**config.mk**
```make
export PLATFORM = sky130hd
export DESIGN_NAME = threshold_periodic_reporter_unit
export DESIGN_NICKNAME = d
export VERILOG_FILES = /design/src/hw/rtl/tpr_pkg.sv /design/src/hw/rtl/tpr_cfg_regs.sv /design/src/hw/rtl/tpr_eval.sv /design/src/hw/rtl/threshold_periodic_reporter_unit.sv
export VERILOG_INCLUDE_DIRS = /design/src /design/src/hw/rtl
export SDC_FILE = /design/constraint.sdc
export NUM_CORES = 1
export LEC_CHECK = 0
export BUFFER_PORTS_ARGS = -buffer_cell sky130_fd_sc_hd__buf_2
export CAP_MARGIN = 20
export CORE_MARGIN = 4
export CORE_UTILIZATION = 60
export CTS_CLUSTER_DIAMETER = 150
export DETAILED_ROUTE_END_ITERATION = 8
export GPL_ROUTABILITY_DRIVEN = 0
export PLACE_DENSITY = 0.83
export SETUP_SLACK_MARGIN = 0.5
export SKIP_LAST_GASP = 1
export SYNTH_ARGS = -nofsm -noshare
export SYNTH_HDL_FRONTEND = slang
export SYNTH_SLANG_ARGS = --single-unit
export TNS_END_PERCENT = 1
```
**constraint.sdc**
```tcl
create_clock -name clk -period 5.97 [get_ports clk]
set_clock_uncertainty 0.15 [all_clocks]
set_input_delay 1.194 -clock clk [delete_from_list [all_inputs] [get_ports clk]]
set_output_delay 1.194 -clock clk [all_outputs]
set_load 0.03 [all_outputs]
```
**src/hw/rtl/threshold_periodic_reporter_unit_macros.svh**
```systemverilog
// Assertion macros for the threshold periodic reporter.
`ifndef THRESHOLD_PERIODIC_REPORTER_UNIT_MACROS_SVH
`define THRESHOLD_PERIODIC_REPORTER_UNIT_MACROS_SVH
`ifndef NO_ASSERTIONS
// Same-cycle implication, checked out of reset.
`define TPR_ASSERT_IMPL(label, clk, rst_n, ante, cons, msg) \
  label: assert property (@(posedge clk) disable iff (!rst_n) (ante) |-> (cons)) \
    else $error(msg);
// Next-cycle implication, checked out of reset.
`define TPR_ASSERT_NEXT(label, clk, rst_n, ante, cons, msg) \
  label: assert property (@(posedge clk) disable iff (!rst_n) (ante) |=> (cons)) \
    else $error(msg);
`else
`define TPR_ASSERT_IMPL(label, clk, rst_n, ante, cons, msg)
`define TPR_ASSERT_NEXT(label, clk, rst_n, ante, cons, msg)
`endif
`endif

```
**src/hw/rtl/tpr_pkg.sv**
```systemverilog
// Shared types and constants of the threshold periodic reporter.
`default_nettype none
package tpr_pkg;

  localparam int PERIOD_W      = 32;
  localparam int VALUE_W_DFLT  = 32;
  localparam int CFG_IDX_W     = 3;

  typedef enum logic [2:0] {
    MODE_OFF         = 3'd0,
    MODE_OUTSIDE     = 3'd1,
    MODE_INSIDE      = 3'd2,
    MODE_AT_OR_BELOW = 3'd3,
    MODE_AT_OR_ABOVE = 3'd4
  } tpr_mode_t;

  typedef enum logic [CFG_IDX_W-1:0] {
    REG_PERIOD   = 3'd0,
    REG_REQ_CHG  = 3'd1,
    REG_MODE     = 3'd2,
    REG_WIN_LOW  = 3'd3,
    REG_WIN_HIGH = 3'd4
  } tpr_reg_t;

  typedef struct packed {
    logic [PERIOD_W-1:0] period;
    logic                require_change;
    tpr_mode_t           mode;
    logic                arm;
  } tpr_ctl_t;

endpackage
`default_nettype wire

```
**src/hw/rtl/tpr_cfg_regs.sv**
```systemverilog
// Configuration register file with report arming.
`default_nettype none
module tpr_cfg_regs
  import tpr_pkg::*;
#(
  parameter int VALUE_WIDTH = VALUE_W_DFLT,
  localparam int CfgW = (VALUE_WIDTH > PERIOD_W) ? VALUE_WIDTH : PERIOD_W
) (
  input  logic                          clk,
  input  logic                          rst_n,
  input  logic                          wr_en,
  input  logic [CFG_IDX_W-1:0]          wr_index,
  input  logic [CfgW-1:0]               wr_data,
  output tpr_ctl_t                      ctl,
  output logic signed [VALUE_WIDTH-1:0] win_low,
  output logic signed [VALUE_WIDTH-1:0] win_high
);

  logic [PERIOD_W-1:0]           period_r, period_nxt;
  logic                          req_chg_r, req_chg_nxt;
  tpr_mode_t                     mode_r, mode_nxt;
  logic [VALUE_WIDTH-1:0]        low_r, low_nxt;
  logic [VALUE_WIDTH-1:0]        high_r, high_nxt;
  logic                          arm_r, arm_nxt;

  always_comb begin
    period_nxt  = period_r;
    req_chg_nxt = req_chg_r;
    mode_nxt    = mode_r;
    low_nxt     = low_r;
    high_nxt    = high_r;
    arm_nxt     = 1'b0;
    if (wr_en) begin
      unique case (wr_index)
        REG_PERIOD: begin
          period_nxt = wr_data[PERIOD_W-1:0];
          arm_nxt    = 1'b1;
        end
        REG_REQ_CHG: begin
          req_chg_nxt = wr_data[0];
          arm_nxt     = 1'b1;
        end
        REG_MODE: begin
          // drop codes beyond the last mode, no arming either
          if (wr_data[2:0] <= MODE_AT_OR_ABOVE) begin
            mode_nxt = tpr_mode_t'(wr_data[2:0]);
            arm_nxt  = 1'b1;
          end
        end
        REG_WIN_LOW: begin
          low_nxt = wr_data[VALUE_WIDTH-1:0];
          arm_nxt = 1'b1;
        end
        REG_WIN_HIGH: begin
          high_nxt = wr_data[VALUE_WIDTH-1:0];
          arm_nxt  = 1'b1;
        end
        default: arm_nxt = 1'b0;
      endcase
    end
  end

  always_ff @(posedge clk) begin
    if (!rst_n) begin
      period_r  <= '0;
      req_chg_r <= 1'b0;
      mode_r    <= MODE_OFF;
      low_r     <= '0;
      high_r    <= '0;
      arm_r     <= 1'b0;
    end else begin
      period_r  <= period_nxt;
      req_chg_r <= req_chg_nxt;
      mode_r    <= mode_nxt;
      low_r     <= low_nxt;
      high_r    <= high_nxt;
      arm_r     <= arm_nxt;
    end
  end

  assign ctl.period         = period_r;
  assign ctl.require_change = req_chg_r;
  assign ctl.mode           = mode_r;
  assign ctl.arm            = arm_r;
  assign win_low            = low_r;
  assign win_high           = high_r;

endmodule
`default_nettype wire

```
**src/hw/rtl/tpr_eval.sv**
```systemverilog
// Report decision logic and reporter state.
`default_nettype none
module tpr_eval
  import tpr_pkg::*;
#(
  parameter int VALUE_WIDTH = VALUE_W_DFLT
) (
  input  logic                          clk,
  input  logic                          rst_n,
  input  logic                          adv,
  input  logic signed [VALUE_WIDTH-1:0] sample,
  input  logic                          ms_tick,
  input  logic                          link_ready,
  input  tpr_ctl_t                      ctl,
  input  logic signed [VALUE_WIDTH-1:0] win_low,
  input  logic signed [VALUE_WIDTH-1:0] win_high,
  output logic                          report_sent,
  output logic signed [VALUE_WIDTH-1:0] report_value,
  output logic                          report_held
);

  localparam logic signed [VALUE_WIDTH-1:0] ValMax = {1'b0, {(VALUE_WIDTH-1){1'b1}}};
  localparam logic signed [VALUE_WIDTH-1:0] ValMin = {1'b1, {(VALUE_WIDTH-1){1'b0}}};

  logic [PERIOD_W-1:0]           elapsed_r, elapsed_nxt;
  logic signed [VALUE_WIDTH-1:0] last_r, last_nxt;
  logic                          held_r, held_nxt;
  logic signed [VALUE_WIDTH-1:0] held_val_r, held_val_nxt;

  logic [PERIOD_W-1:0] elapsed_inc;
  logic                thr_ok;
  logic                due;
  logic                pending;

  always_comb begin
    // tick counts before the due test, saturate at the top
    elapsed_inc = elapsed_r;
    if (ms_tick && (elapsed_r != '1)) begin
      elapsed_inc = elapsed_r + PERIOD_W'(1);
    end
  end

  always_comb begin
    case (ctl.mode)
      MODE_OUTSIDE:     thr_ok = (sample <= win_low) || (sample >= win_high);
      MODE_INSIDE:      thr_ok = (sample >= win_low) && (sample <= win_high);
      MODE_AT_OR_BELOW: thr_ok = (sample <= win_low) || (sample == ValMax);
      MODE_AT_OR_ABOVE: thr_ok = (sample == ValMin) || (sample >= win_low);
      default:          thr_ok = 1'b1;
    endcase
  end

  always_comb begin
    due = !held_r && (ctl.period != '0) && (elapsed_inc >= ctl.period) && thr_ok &&
          !(ctl.require_change && (sample == last_r));
    pending      = held_r || due;
    report_sent  = pending && link_ready;
    report_held  = pending && !link_ready;
    report_value = held_r ? held_val_r : (due ? sample : '0);
  end

  always_comb begin
    elapsed_nxt  = elapsed_r;
    last_nxt     = last_r;
    held_nxt     = held_r;
    held_val_nxt = held_val_r;
    if (ctl.arm) begin
      elapsed_nxt = ctl.period;
    end else if (adv) begin
      elapsed_nxt = due ? '0 : elapsed_inc;
      held_nxt    = report_held;
      if (due) begin
        last_nxt     = sample;
        held_val_nxt = sample;
      end
    end
  end

  always_ff @(posedge clk) begin
    if (!rst_n) begin
      elapsed_r <= '0;
      last_r    <= ValMax;
      held_r    <= 1'b0;
    end else begin
      elapsed_r <= elapsed_nxt;
      last_r    <= last_nxt;
      held_r    <= held_nxt;
    end
  end

  always_ff @(posedge clk) begin
    held_val_r <= held_val_nxt;
  end

endmodule
`default_nettype wire

```
**src/hw/rtl/threshold_periodic_reporter_unit.sv**
```systemverilog
// Threshold periodic reporter: one decision per poll.
//
// Polls enter on the in_ channel (sample, ms_tick, link_ready); each poll
// gives exactly one result on the out_ channel (report_sent, report_value,
// report_held). Registers are written on the cfg_ channel, which is always
// ready; a write to a known register arms an immediate report on the next
// due poll, except a mode write with a code beyond the last mode.
// A poll is caught in an input register, decided by combinational compare
// and counter logic, and its result lands in an output register: out_valid
// rises once the result is written there, which waits while an untaken
// result holds the output register. One poll is taken per cycle when the
// receiver keeps out_ready high. The period counter and the held report
// are updated as the result is written, so the decision of each poll
// sees the state left by the one before.
// When out_ready is low the result holds, the input register still takes
// one more poll, and then in_ready drops until the output drains.
// Reset (synchronous, rst_n low) clears the registers to zero, the period
// count to zero, the held report, and sets the last reported value to the
// largest positive sample.
`default_nettype none
`include "threshold_periodic_reporter_unit_macros.svh"
module threshold_periodic_reporter_unit
  import tpr_pkg::*;
#(
  parameter int VALUE_WIDTH = VALUE_W_DFLT,
  localparam int CfgW = (VALUE_WIDTH > PERIOD_W) ? VALUE_WIDTH : PERIOD_W
) (
  input  logic                          clk,
  input  logic                          rst_n,
  input  logic                          in_valid,
  output logic                          in_ready,
  input  logic signed [VALUE_WIDTH-1:0] in_sample,
  input  logic                          in_ms_tick,
  input  logic                          in_link_ready,
  output logic                          out_valid,
  input  logic                          out_ready,
  output logic                          out_report_sent,
  output logic signed [VALUE_WIDTH-1:0] out_report_value,
  output logic                          out_report_held,
  input  logic                          cfg_valid,
  output logic                          cfg_ready,
  input  logic [CFG_IDX_W-1:0]          cfg_index,
  input  logic [CfgW-1:0]               cfg_data
);

  tpr_ctl_t                      ctl;
  logic signed [VALUE_WIDTH-1:0] win_low;
  logic signed [VALUE_WIDTH-1:0] win_high;

  logic                          s1_valid_r, s1_valid_nxt;
  logic signed [VALUE_WIDTH-1:0] s1_sample_r;
  logic                          s1_tick_r;
  logic                          s1_link_r;
  logic                          s1_adv;

  logic                          ev_sent;
  logic signed [VALUE_WIDTH-1:0] ev_value;
  logic                          ev_held;

  logic                          out_valid_r, out_valid_nxt;
  logic                          sent_r;
  logic signed [VALUE_WIDTH-1:0] value_r;
  logic                          held_r;

  assign cfg_ready = 1'b1;

  tpr_cfg_regs #(
    .VALUE_WIDTH(VALUE_WIDTH)
  ) u_cfg (
    .clk     (clk),
    .rst_n   (rst_n),
    .wr_en   (cfg_valid),
    .wr_index(cfg_index),
    .wr_data (cfg_data),
    .ctl     (ctl),
    .win_low (win_low),
    .win_high(win_high)
  );

  // advance the polled item when the output slot is free or draining
  assign s1_adv   = s1_valid_r && (!out_valid_r || out_ready);
  assign in_ready = !s1_valid_r || s1_adv;

  always_comb begin
    s1_valid_nxt = s1_valid_r;
    if (in_valid && in_ready) begin
      s1_valid_nxt = 1'b1;
    end else if (s1_adv) begin
      s1_valid_nxt = 1'b0;
    end
    out_valid_nxt = out_valid_r;
    if (s1_adv) begin
      out_valid_nxt = 1'b1;
    end else if (out_ready) begin
      out_valid_nxt = 1'b0;
    end
  end

  always_ff @(posedge clk) begin
    if (!rst_n) begin
      s1_valid_r  <= 1'b0;
      out_valid_r <= 1'b0;
    end else begin
      s1_valid_r  <= s1_valid_nxt;
      out_valid_r <= out_valid_nxt;
    end
  end

  always_ff @(posedge clk) begin
    if (in_valid && in_ready) begin
      s1_sample_r <= in_sample;
      s1_tick_r   <= in_ms_tick;
      s1_link_r   <= in_link_ready;
    end
    if (s1_adv) begin
      sent_r  <= ev_sent;
      value_r <= ev_value;
      held_r  <= ev_held;
    end
  end

  tpr_eval #(
    .VALUE_WIDTH(VALUE_WIDTH)
  ) u_eval (
    .clk         (clk),
    .rst_n       (rst_n),
    .adv         (s1_adv),
    .sample      (s1_sample_r),
    .ms_tick     (s1_tick_r),
    .link_ready  (s1_link_r),
    .ctl         (ctl),
    .win_low     (win_low),
    .win_high    (win_high),
    .report_sent (ev_sent),
    .report_value(ev_value),
    .report_held (ev_held)
  );

  assign out_valid        = out_valid_r;
  assign out_report_sent  = sent_r;
  assign out_report_value = value_r;
  assign out_report_held  = held_r;

  `TPR_ASSERT_IMPL(a_sent_xor_held, clk, rst_n, out_valid, !(sent_r && held_r), "sent and held")
  `TPR_ASSERT_IMPL(a_idle0, clk, rst_n, out_valid && !sent_r && !held_r, value_r == '0, "value")
  `TPR_ASSERT_NEXT(a_hold, clk, rst_n, !in_ready, s1_valid_r && $stable(s1_sample_r), "lost")
  `TPR_ASSERT_IMPL(a_ready_when_empty, clk, rst_n, !s1_valid_r, in_ready, "blocked when empty")

endmodule
`default_nettype wire

```
==> reports/qor.txt, run 1 <==
Met3 Routed Length -> 2820 um
Rows -> 54
hold path start -> u_cfg.win_high[25]
Post-DP HPWL -> 24,100 um
CP endpoint kind -> flip-flop
worst hold path endpoint -> u_cfg.win_high[25]
Simple-Gate Fraction of Synth Area -> 0.172
Synth Area in XOR/XNOR -> 0.0364
sw frac -> 0.254
share of layout cells above drive strength 1 -> 0.119
CTS clock-pin slew for the worst setup and hold paths -> 60 ps
WP data arrival -> 5420 ps
nets -> 1,717
r2r startpoint -> u_eval.elapsed_r[2]
Synth area leader -> dfxtp_1
synth warn -> 0
Crit path required time -> 6250 ps
Synth cell types -> 73
setup TNS -> 0 ps
post-route clock period utilization -> 0.861
# clock sinks -> 268
Total GRT Usage -> 0.274
Max-Cap Viols -> 0
Initial DRC Count -> 940
hold depth -> 2
port buffer count -> 109
R2R setup slack -> 830 ps
total I/O pin count -> 111
top fanout value on the critical path -> 68
vias in the first global route -> 11,100
Slew HR -> 0.273
met1 wire length -> 15,500 um
Final Hold Viols -> 0
metal2 WL -> 16,100 um
WL/cell -> 19.4 um
Initial DRT Pass Iterations -> 5
CP Class -> reg -> reg
ANT cells -> 0
Max Fclk -> 195 MHz
Max rail drop VDD -> 0.228 mV
core area -> 0.0221 sq mm
Die H -> 159 um
part of the power in combinational logic -> 0.113
Seq pwr share -> 0.470
Synth Flop Type -> dfxtp_1
# setup viols final -> 0
Hold Crit Class -> reg -> reg
die width -> 159 um
RSZ-0062 raised after global routing -> true
Post-Synth Adder-Cell Area -> 0.0888
Die Area -> 0.0253 sq mm
Clock Latency Late Sink -> 540 ps
area added between synthesis and finish -> 12.7%
WHS -> 313 ps
Mapped Nets -> 1,638
mux contribution to synthesized area -> 0.00522
top cell type's share of synthesized area -> 0.246
CTS Buf Count -> 28
Synth Cell Area -> 0.0137 sq mm
GRT overflow -> 0
Reg2Reg Depth -> 17
Routed WL -> 35,800 um
asr flop ratio synth -> 0
H-tree Lvls -> 1
Worst-Margin Slew -> 1090 ps
Vias -> 11,300
Power Density -> 286 mW/mm^2
Clock power frac -> 0.417
Leakage Power -> 5.91 nW
root buffer cell -> clkbuf_16
min cycle time layout -> 5140 ps
flops & latches, synth -> 268
status -> complete, no violations
initial antenna violation count -> 0
first-pass GRT wire length -> 57,400 um
DR DRC count -> 0
CTS tree -> done
DRT antenna net count -> 0
compound-gate portion of the synthesized area -> 0.171
CP Launch Type -> flip-flop
NetSw -> 1.12 mW
Post-synth EDFFs -> 100
CTS Buffer Depth -> 3
Syn Inst Count -> 1,467
Final Max Tran Viols -> 0
Internal -> 3.29 mW
largest family of logic cells by synthesized area -> simple AND/OR/NAND/NOR gates
initial core utilization -> 0.619
DR top layer -> met4
largest net degree at the start of global routing -> 115
Vias/cell -> 6.13
Reg2Reg Capture Point -> u_eval.elapsed_r[27]
register area share after synthesis -> 0.466
Area contributors post-synth -> dfxtp_1, edfxtp_1, ha_1
Avg Cell Area, Syn -> 9.32 sq um
registers in the layout, summed over array words and instances (netlist names), 3 cells and up:
name               count
out_report_value      32
s1_sample_r           32
u_cfg.mode_r           3
u_cfg.period_r        32
u_cfg.win_high        32
u_cfg.win_low         32
u_eval.elapsed_r      32
u_eval.held_val_r     32
u_eval.last_r         32
synthesized netlist by cell type (2+ instances only):
library cell,instances
a21o_1,5
nor3b_1,3
o211ai_1,33
nor2_1,20
o2111ai_1,2
nor2b_1,10
and3_1,9
nand3_1,46
a211o_1,2
edfxtp_1,100
a21oi_1,36
mux2i_1,6
dfxtp_1,168
a211oi_1,4
o21a_1,4
o21ai_0,45
ha_1,97
nor3_1,11
xnor2_1,36
o31ai_1,5
o21bai_1,3
a22o_1,61
nand2b_1,5
nor4_1,31
nor3_2,2
and2_1,7
a31oi_1,3
nand2_1,294
nand4_1,45
nor4b_1,2
o211a_1,3
a21boi_0,97
clkbuf_1,62
buf_2,11
or3_1,2
o221ai_1,2
xor2_1,19
inv_1,138
and4_1,2
o22ai_1,3
worst max-delay path by stage:
stage / startpoint / endpoint / slack (ps) / depth (start not counted)
2_1_floorplan: u_eval.elapsed_r[12] / u_eval.held_val_r[0] / 1270 / 19
4_1_cts: u_eval.elapsed_r[2] / u_eval.elapsed_r[3] / 540 / 17
5_1_grt: u_eval.elapsed_r[2] / u_eval.elapsed_r[27] / 430 / 17
6_report: u_eval.elapsed_r[2] / u_eval.elapsed_r[27] / 830 / 17
3_3_place_gp: u_eval.elapsed_r[2] / u_eval.elapsed_r[6] / 720 / 17
3_5_place_dp: u_eval.elapsed_r[2] / u_eval.elapsed_r[3] / 580 / 17
logic make-up after synthesis:
logic type,after synthesis
mux,7
buf+inv,214
fa+ha+maj,97
flops,268
compound gates,323
simple gates,501
other cells,1
xor+xnor,56
area by class of cell:
| cell class | count | area, sq um |
|---|---|---|
| fill | 1649 | 6690 |
| multi-input combinational | 985 | 6490 |
| sequential | 268 | 6370 |
| clock buffer | 40 | 811 |
| timing repair buffer | 124 | 701 |
| inverter | 139 | 522 |
| tap | 280 | 350 |
| clock inverter | 12 | 163 |
through the flow:
step	std cells	worst slack (ps)	cell area [sq um]	util	power, mW
global route	1848	431	15400	0.697	4.56
global placement	1795	717	14400	0.651	2.57
CTS	1848	543	15400	0.696	4.42
floorplan	1467	1270	13700	-	2.42
detailed placement	1796	584	14400	0.652	2.59
finish	1848	830	15400	0.697	4.41
power by group through the flow:
stage | sequential [mW] | combinational [mW] | clock [mW]
final | 2.07 | 0.499 | 1.84
after global routing | 2.08 | 0.547 | 1.94
after CTS | 2.07 | 0.489 | 1.86
after detailed placement | 2.11 | 0.485 | 0
after global placement | 2.10 | 0.468 | 0
after floorplan | 2.12 | 0.304 | 0
repair_timing:
action / CTS / global route
endpoints found under the hold margin: 0 / 0
hold buffers: 0 / 0
gates resized for setup: 0 / 5
endpoints found under the setup margin: 0 / 31
setup buffers: 0 / 0
critical path: stages (launching register included):
cell and delay (ps):
dfxtp_1 410, and4_1 280, nand4_1 350, nor3_2 300, nand3_1 190, or2_1 330
nand2_1 120, mux2_2 350, ha_1 270, a2111oi_0 80, o311a_1 350, o21ai_0 290
a211o_1 230, o311ai_2 140, nor3_4 260, buf_8 400, o21ai_0 150, a221o_1 350
cell usage in the layout, fill, tap and decap left out, drive strengths merged, types with 37 or more instances in the layout:
cell      n
clkbuf   40
dfxtp   168
nand3    46
nand2   294
buf     124
nand4    46
a21boi   97
o21ai    46
xnor2    37
ha       97
inv     140
edfxtp  100
a22o     61
per-layer routing:
metal	track usage	up-vias
met3	0.0474	101
li1	-	5338
met1	0.371	5400
met4	0.104	0
met5	0	-
met2	0.445	489
(Power assumes the default switching activity.)
==> inputs of run 2 (changes only) <==
--- a/config.mk
+++ b/config.mk
@@ -9,11 +9,11 @@
 export BUFFER_PORTS_ARGS = -buffer_cell sky130_fd_sc_hd__buf_2
 export CAP_MARGIN = 20
 export CORE_MARGIN = 4
-export CORE_UTILIZATION = 60
+export CORE_UTILIZATION = 35
 export CTS_CLUSTER_DIAMETER = 150
 export DETAILED_ROUTE_END_ITERATION = 8
 export GPL_ROUTABILITY_DRIVEN = 0
-export PLACE_DENSITY = 0.83
+export PLACE_DENSITY = 0.54
 export SETUP_SLACK_MARGIN = 0.5
 export SKIP_LAST_GASP = 1
 export SYNTH_ARGS = -nofsm -noshare
==> run 2 against run 1 <==
  * Hold slack better by 1.9 ps
  * Power rose by 2.3%
  * Highest routed layer unchanged
  * Sequential power hardly changed
  * Cell count grew 14%
  * Flip-flop and latch count did not move
==> reports/qor.txt, run 2 (synthesized netlist as in run 1, its figures left out) <==
status -> complete, no violations (unchanged)
RSZ-0062 raised after global routing -> true (unchanged)
root buffer cell -> clkbuf_16 (unchanged)
min cycle time layout -> 5210 ps (was 5140 ps)
initial antenna violation count -> 0 (unchanged)
port buffer count -> 109 (unchanged)
hold depth -> 2 (unchanged)
Slew HR -> 0.288 (was 0.273)
first-pass GRT wire length -> 60,000 um (was 57,400 um)
WL/cell -> 18.5 um (was 19.4 um)
ANT cells -> 0 (unchanged)
die width -> 206 um (was 159 um)
GRT overflow -> 0 (unchanged)
Storage cell area -> 0.00637 sq mm (unchanged)
Vias/cell -> 5.21 (was 6.13)
Worst-Margin Slew -> 1070 ps (was 1090 ps)
Internal -> 3.35 mW (was 3.29 mW)
Total GRT Usage -> 0.179 (was 0.274)
share of layout cells above drive strength 1 -> 0.123 (was 0.119)
Initial DRC Count -> 825 (was 940)
commonest non-fill, non-tap cells in the layout -> nand2_1, dfxtp_1, inv_1 (unchanged)
Routed WL -> 38,700 um (was 35,800 um)
CTS Buf Count -> 31 (was 28)
vias in the first global route -> 10,600 (was 11,100)
WP data arrival -> 5270 ps (was 5420 ps)
Initial DRT Pass Iterations -> 5 (unchanged)
nets -> 1,727 (was 1,717)
CP Class -> reg -> reg (unchanged)
Max rail drop VDD -> 0.215 mV (was 0.228 mV)
multi-input logic area -> 0.00649 sq mm (unchanged)
Clock Latency Late Sink -> 570 ps (was 540 ps)
CTS Buffer Depth -> 3 (unchanged)
Final Max Tran Viols -> 0 (unchanged)
CP endpoint kind -> flip-flop (unchanged)
total I/O pin count -> 111 (unchanged)
H-tree Lvls -> 1 (unchanged)
Max Fclk -> 192 MHz (was 195 MHz)
Rows -> 72 (was 54)
Clock power frac -> 0.427 (was 0.417)
CTS tree -> done (unchanged)
Max stage delay on crit path -> 440 ps (was 410 ps)
part of the power in combinational logic -> 0.113 (about the same)
core area -> 0.0386 sq mm (was 0.0221 sq mm)
Final Hold Viols -> 0 (unchanged)
DRT antenna net count -> 0 (unchanged)
commonest non-fill, non-tap cell in the layout -> nand2_1 (unchanged)
Die H -> 206 um (was 159 um)
post-route clock period utilization -> 0.873 (was 0.861)
# setup viols final -> 0 (unchanged)
setup TNS -> 0 ps (unchanged)
initial core utilization -> 0.354 (was 0.619)
crit-path cells -> nand4_1 -> or3_1 -> nor3_2 -> nand3_1 -> or2_1 -> nand2_1 -> mux2_2 -> ha_1 -> a2111oi_0 -> o311a_1 -> o21ai_0 -> a211o_1 -> o311ai_2 -> nor3_4 -> and2_2 -> buf_4 (was and4_1 -> nand4_1 -> nor3_2 -> nand3_1 -> or2_1 -> nand2_1 -> mux2_2 -> ha_1 -> a2111oi_0 -> o311a_1 -> o21ai_0 -> a211o_1 -> o311ai_2 -> nor3_4 -> buf_8 -> o21ai_0 -> a221o_1)
Crit path required time -> 6030 ps (was 6250 ps)
top fanout value on the critical path -> 34 (was 68)
Max-Cap Viols -> 0 (unchanged)
R2R setup slack -> 760 ps (was 830 ps)
post-route core utilization -> 0.409 (was 0.697)
Post-DP HPWL -> 26,900 um (was 24,100 um)
largest net degree at the start of global routing -> 92 (was 115)
critical path's slowest cell -> or3_1 (was dfxtp_1)
DR DRC count -> 0 (unchanged)
Die Area -> 0.0423 sq mm (was 0.0253 sq mm)
Power Density -> 286 mW/mm^2 (about the same)
area added between synthesis and finish -> 15.7% (was 12.7%)
Hold Crit Class -> reg -> reg (unchanged)
NetSw -> 1.16 mW (was 1.12 mW)
Seq pwr share -> 0.460 (was 0.470)
Hold Buf Count CTS -> 0 (unchanged)
sw frac -> 0.258 (was 0.254)
CP Launch Type -> flip-flop (unchanged)
# clock sinks -> 268 (unchanged)
Reg2Reg Depth -> 16 (was 17)
Vias -> 10,900 (was 11,300)
CTS clock-pin slew for the worst setup and hold paths -> 60 ps (about the same)
Fillers -> 3,852 (was 1,649)
Leakage Power -> 5.95 nW (was 5.91 nW)
[run 2: worst max-delay path, delay by kind of cell (launching register included)]
kind                       cells  cell delay (ps)
and+or+nand+nor                8             2120
muxes                          1              360
AOI/OAI and AO/OA              5             1160
DFF                            1              420
buffers and inverters          1              370
adders and majority gates      1              280
[run 2: cell type report]
| cell class | instances | area share |
|---|---|---|
| Multi-Input combinational cell | 985 | 0.410 |
| Inverter | 139 | 0.0330 |
| Timing Repair Buffer | 131 | 0.0480 |
| Sequential cell | 268 | 0.403 |
| Clock inverter | 12 | 0.0108 |
| Tap cell | 518 | 0.0410 |
| Clock buffer | 45 | 0.0541 |
[run 2: worst paths after layout]
| path | to | start |
|---|---|---|
| worst max-delay path | u_eval.held_val_r[6] | u_eval.elapsed_r[12] |
| worst min-delay path | u_cfg.win_high[24] | u_cfg.win_high[24] |
| worst max register to register | u_eval.held_val_r[6] | u_eval.elapsed_r[12] |
| worst min register to register | u_cfg.win_high[24] | u_cfg.win_high[24] |
[run 2: layer usage]
layer  global-route usage  vias up  share of wire
met3               0.0247       45          0.052
met5                    0        -              0
met2                0.286      260           0.45
met4               0.0411        0          0.021
met1                0.258     5261           0.48
li1                     -     5355              -
[run 2: what timing repair did]
action / 4_1_cts / 5_1_grt
setup endpoints to repair: 16 / 83
pin swaps: 0 / 3
resized for setup: 1 / 0
setup buffers: 0 / 6
[run 2: power groups by stage]
stage,combinational (mW),sequential (mW),clock [mW]
2_1_floorplan,0.304,2.12,0
3_3_place_gp,0.488,2.12,0
3_5_place_dp,0.495,2.12,0
4_1_cts,0.499,2.08,1.98
5_1_grt,0.563,2.08,2.05
6_report,0.510,2.08,1.93
[run 2: stage by stage]
| stage | cells | setup WS [ps] | total power, mW | instance area, sq um | hold slack (ps) |
|---|---|---|---|---|---|
| 4_1_cts | 2091 | 615 | 4.56 | 15700 | 318 |
| 3_3_place_gp | 2034 | 650 | 2.60 | 14700 | 304 |
| 5_1_grt | 2098 | 393 | 4.69 | 15800 | 329 |
| 6_report | 2098 | 758 | 4.52 | 15800 | 315 |
| 2_1_floorplan | 1467 | 1270 | 2.42 | 13700 | 293 |
| 3_5_place_dp | 2034 | 511 | 2.61 | 14700 | 310 |
==> inputs of run 3 (changes only) <==
--- a/config.mk
+++ b/config.mk
@@ -13,7 +13,8 @@
 export CTS_CLUSTER_DIAMETER = 150
 export DETAILED_ROUTE_END_ITERATION = 8
 export GPL_ROUTABILITY_DRIVEN = 0
-export PLACE_DENSITY = 0.54
+export HOLD_SLACK_MARGIN = 0.08
+export PLACE_DENSITY_LB_ADDON = 0.08
 export SETUP_SLACK_MARGIN = 0.5
 export SKIP_LAST_GASP = 1
 export SYNTH_ARGS = -nofsm -noshare
==> constraint.sdc (replaced) <==
create_clock -name clk -period 5.4 [get_ports clk]
set_clock_uncertainty 0.15 [all_clocks]
set_input_delay 1.08 -clock clk [delete_from_list [all_inputs] [get_ports clk]]
set_output_delay 1.08 -clock clk [all_outputs]
set_load 0.03 [all_outputs]
==> run 3 against run 2 <==
  * Power is 12% higher
  * Cell count up 0.48%
  * Critical path type unchanged
  * Via count fell by 0.71%
  * First-iteration DRC count shrank 22%
  * Highest routed layer unchanged
  * Global-route usage increased by 1.7 points
  * Largest power group unchanged
  * Combinational power is 17% higher
  * Sequential share of layout area fell by 0.46 points
  * Routed wire length increased by 7.0%
==> reports/qor.txt, run 3 (synthesized netlist as in run 1, its figures left out) <==
status -> complete, no violations (unchanged)
# clock sinks -> 268 (unchanged)
# setup viols final -> 0 (unchanged)
vias in the first global route -> 10,800 (was 10,600)
Reg2Reg Capture Point -> out_report_sent (was u_eval.held_val_r[6])
Post-DP HPWL -> 28,300 um (was 26,900 um)
Crit path required time -> 5530 ps (was 6030 ps)
commonest non-fill, non-tap cells in the layout -> nand2_1, dfxtp_1, inv_1 (unchanged)
Slew HR -> 0.293 (was 0.288)
CP Capture Point -> out_report_sent (was u_eval.held_val_r[6])
post-route core utilization -> 0.414 (was 0.409)
r2r startpoint -> u_eval.elapsed_r[13] (was u_eval.elapsed_r[12])
RSZ-0062 raised after global routing -> false (was true)
Final Cell Area -> 0.0160 sq mm (was 0.0158 sq mm)
root buffer cell -> clkbuf_16 (unchanged)
DRT antenna net count -> 0 (unchanged)
CTS tree -> done (unchanged)
share of layout cells above drive strength 1 -> 0.138 (was 0.123)
top fanout value on the critical path -> 64 (was 34)
area post-placement -> 0.0148 sq mm (was 0.0147 sq mm)
CTS Buffer Depth -> 3 (unchanged)
Routed WL -> 41,500 um (was 38,700 um)
Die Area -> 0.0423 sq mm (unchanged)
area added between synthesis and finish -> 17.1% (was 15.7%)
CP Buf/Inv Count -> 2 (was 1)
Initial DRT Pass Iterations -> 5 (unchanged)
Hold Crit Class -> reg -> reg (unchanged)
Worst-Margin Slew -> 1060 ps (was 1070 ps)
Max-Cap Viols -> 0 (unchanged)
Max Fclk -> 219 MHz (was 192 MHz)
Initial DRC Count -> 646 (was 825)
nets -> 1,737 (was 1,727)
die width -> 206 um (unchanged)
Vias/cell -> 5.14 (was 5.21)
H-tree Lvls -> 2 (was 1)
min cycle time layout -> 4570 ps (was 5210 ps)
Final Hold Viols -> 0 (unchanged)
largest net degree at the start of global routing -> 90 (was 92)
Max rail drop VDD -> 0.197 mV (was 0.215 mV)
Total GRT Usage -> 0.196 (was 0.179)
DR DRC count -> 0 (unchanged)
post-route clock period utilization -> 0.847 (was 0.873)
crit-path cells -> nand4_1 -> or3_4 -> nor3_4 -> nand3_2 -> or2_1 -> nand2_1 -> xor2_1 -> ha_1 -> nand2b_1 -> a2111oi_2 -> o311a_1 -> o21ai_1 -> a211o_1 -> o311ai_2 -> nor3_4 -> buf_4 -> buf_16 -> nor2_2 -> nor2b_1 (was nand4_1 -> or3_1 -> nor3_2 -> nand3_1 -> or2_1 -> nand2_1 -> mux2_2 -> ha_1 -> a2111oi_0 -> o311a_1 -> o21ai_0 -> a211o_1 -> o311ai_2 -> nor3_4 -> and2_2 -> buf_4)
R2R setup slack -> 830 ps (was 760 ps)
WL/cell -> 19.7 um (was 18.5 um)
setup TNS -> 0 ps (unchanged)
first-pass GRT wire length -> 64,100 um (was 60,000 um)
Hold Buf Count CTS -> 0 (unchanged)
initial antenna violation count -> 0 (unchanged)
Crit path depth -> 19 (was 16)
critical path's slowest cell -> or3_4 (was or3_1)
port buffer count -> 109 (unchanged)
CP endpoint kind -> flip-flop (unchanged)
total I/O pin count -> 111 (unchanged)
commonest non-fill, non-tap cell in the layout -> nand2_1 (unchanged)
CP Launch Type -> flip-flop (unchanged)
Vias -> 10,800 (was 10,900)
Reg2Reg Depth -> 19 (was 16)
CP Class -> reg -> reg (unchanged)
GRT overflow -> 0 (unchanged)
Clock Latency Late Sink -> 540 ps (was 570 ps)
Die H -> 206 um (unchanged)
Final Max Tran Viols -> 0 (unchanged)
Power Density -> 317 mW/mm^2 (was 286 mW/mm^2)
Max stage delay on crit path -> 430 ps (was 440 ps)
CTS clock-pin slew for the worst setup and hold paths -> 60 ps (about the same)
Worst Setup SP -> u_eval.elapsed_r[13] (was u_eval.elapsed_r[12])
most used cell, CP -> nor3_4
Leakage Power -> 6.08 nW (was 5.95 nW)
CP delay by family, top -> simple AND/OR/NAND/NOR gates (unchanged)
ANT cells -> 0 (unchanged)
Rows -> 72 (unchanged)
WP data arrival -> 4710 ps (was 5270 ps)
core area -> 0.0386 sq mm (unchanged)
CTS Buf Count -> 34 (was 31)
initial core utilization -> 0.354 (unchanged)
run 3: changes by cell type in the layout (fill, tap and decap cells not counted), moves of 3 or more:
cell and delta:
clkinv_1 +3, dfxtp_2 +6, clkbuf_16 +6, buf_4 +3, dfxtp_1 -6, nand3_1 -3, clkinv_2 +4, nand3_2 +3
clkbuf_1 -3
run 3: where the power goes:
group | switching [mW] | internal [mW]
clock | 0.880 | 1.31
sequential | 0.0858 | 2.21
combinational | 0.372 | 0.227
total | 1.34 | 3.74
run 3: worst min-delay path by stage:
stage,startpoint,slack (ps),end,depth (start not counted)
after floorplan,u_cfg.win_high[10],290,u_cfg.win_high[10],2
after global placement,u_cfg.win_high[10],300,u_cfg.win_high[10],2
after detailed placement,u_cfg.win_low[27],310,u_cfg.win_low[27],2
after CTS,u_cfg.win_low[27],320,u_cfg.win_low[27],2
after global routing,u_cfg.win_high[2],330,u_cfg.win_high[2],2
final,u_cfg.win_high[24],310,u_cfg.win_high[24],2
run 3: metal layers:
metal / global-route usage / wire length, um / vias to the layer above
met2: 0.309 / 18500 / 195
met5: 0 / 0 / -
li1: - / - / 5379
met3: 0.0355 / 1720 / 50
met4: 0.0455 / 745 / 0
met1: 0.280 / 20500 / 5219
run 3: area by class of cell:
cell class / instances / area (sq um)
multi-input combinational: 985 / 6550
tap: 518 / 648
inverter: 139 / 522
sequential: 268 / 6370
fill: 3850 / 22600
timing repair buffer: 138 / 862
clock buffer: 44 / 930
clock inverter: 16 / 128
run 3: worst min-delay path: stages, from the launching register on:
cell      delay (ps)
dfxtp_1          300
nand2_1           50
a21boi_0          60
run 3: timing repair:
item                                   4_1_cts  5_1_grt
endpoints found under the hold margin        0        0
setup endpoints to repair                  116      130
cloned                                       0        3
pin swaps                                    1        8
resized for setup                            1       21
setup buffers                                2        5
run 3: through the flow:
step / worst slack (ps) / power [mW] / instances / hold WS (ps)
after detailed placement: 341 / 2.91 / 2038 / 308
after floorplan: 700 / 2.68 / 1467 / 293
after global placement: 395 / 2.91 / 2038 / 304
final: 827 / 5.08 / 2108 / 312
after CTS: 416 / 5.14 / 2100 / 316
after global routing: 528 / 5.31 / 2108 / 332
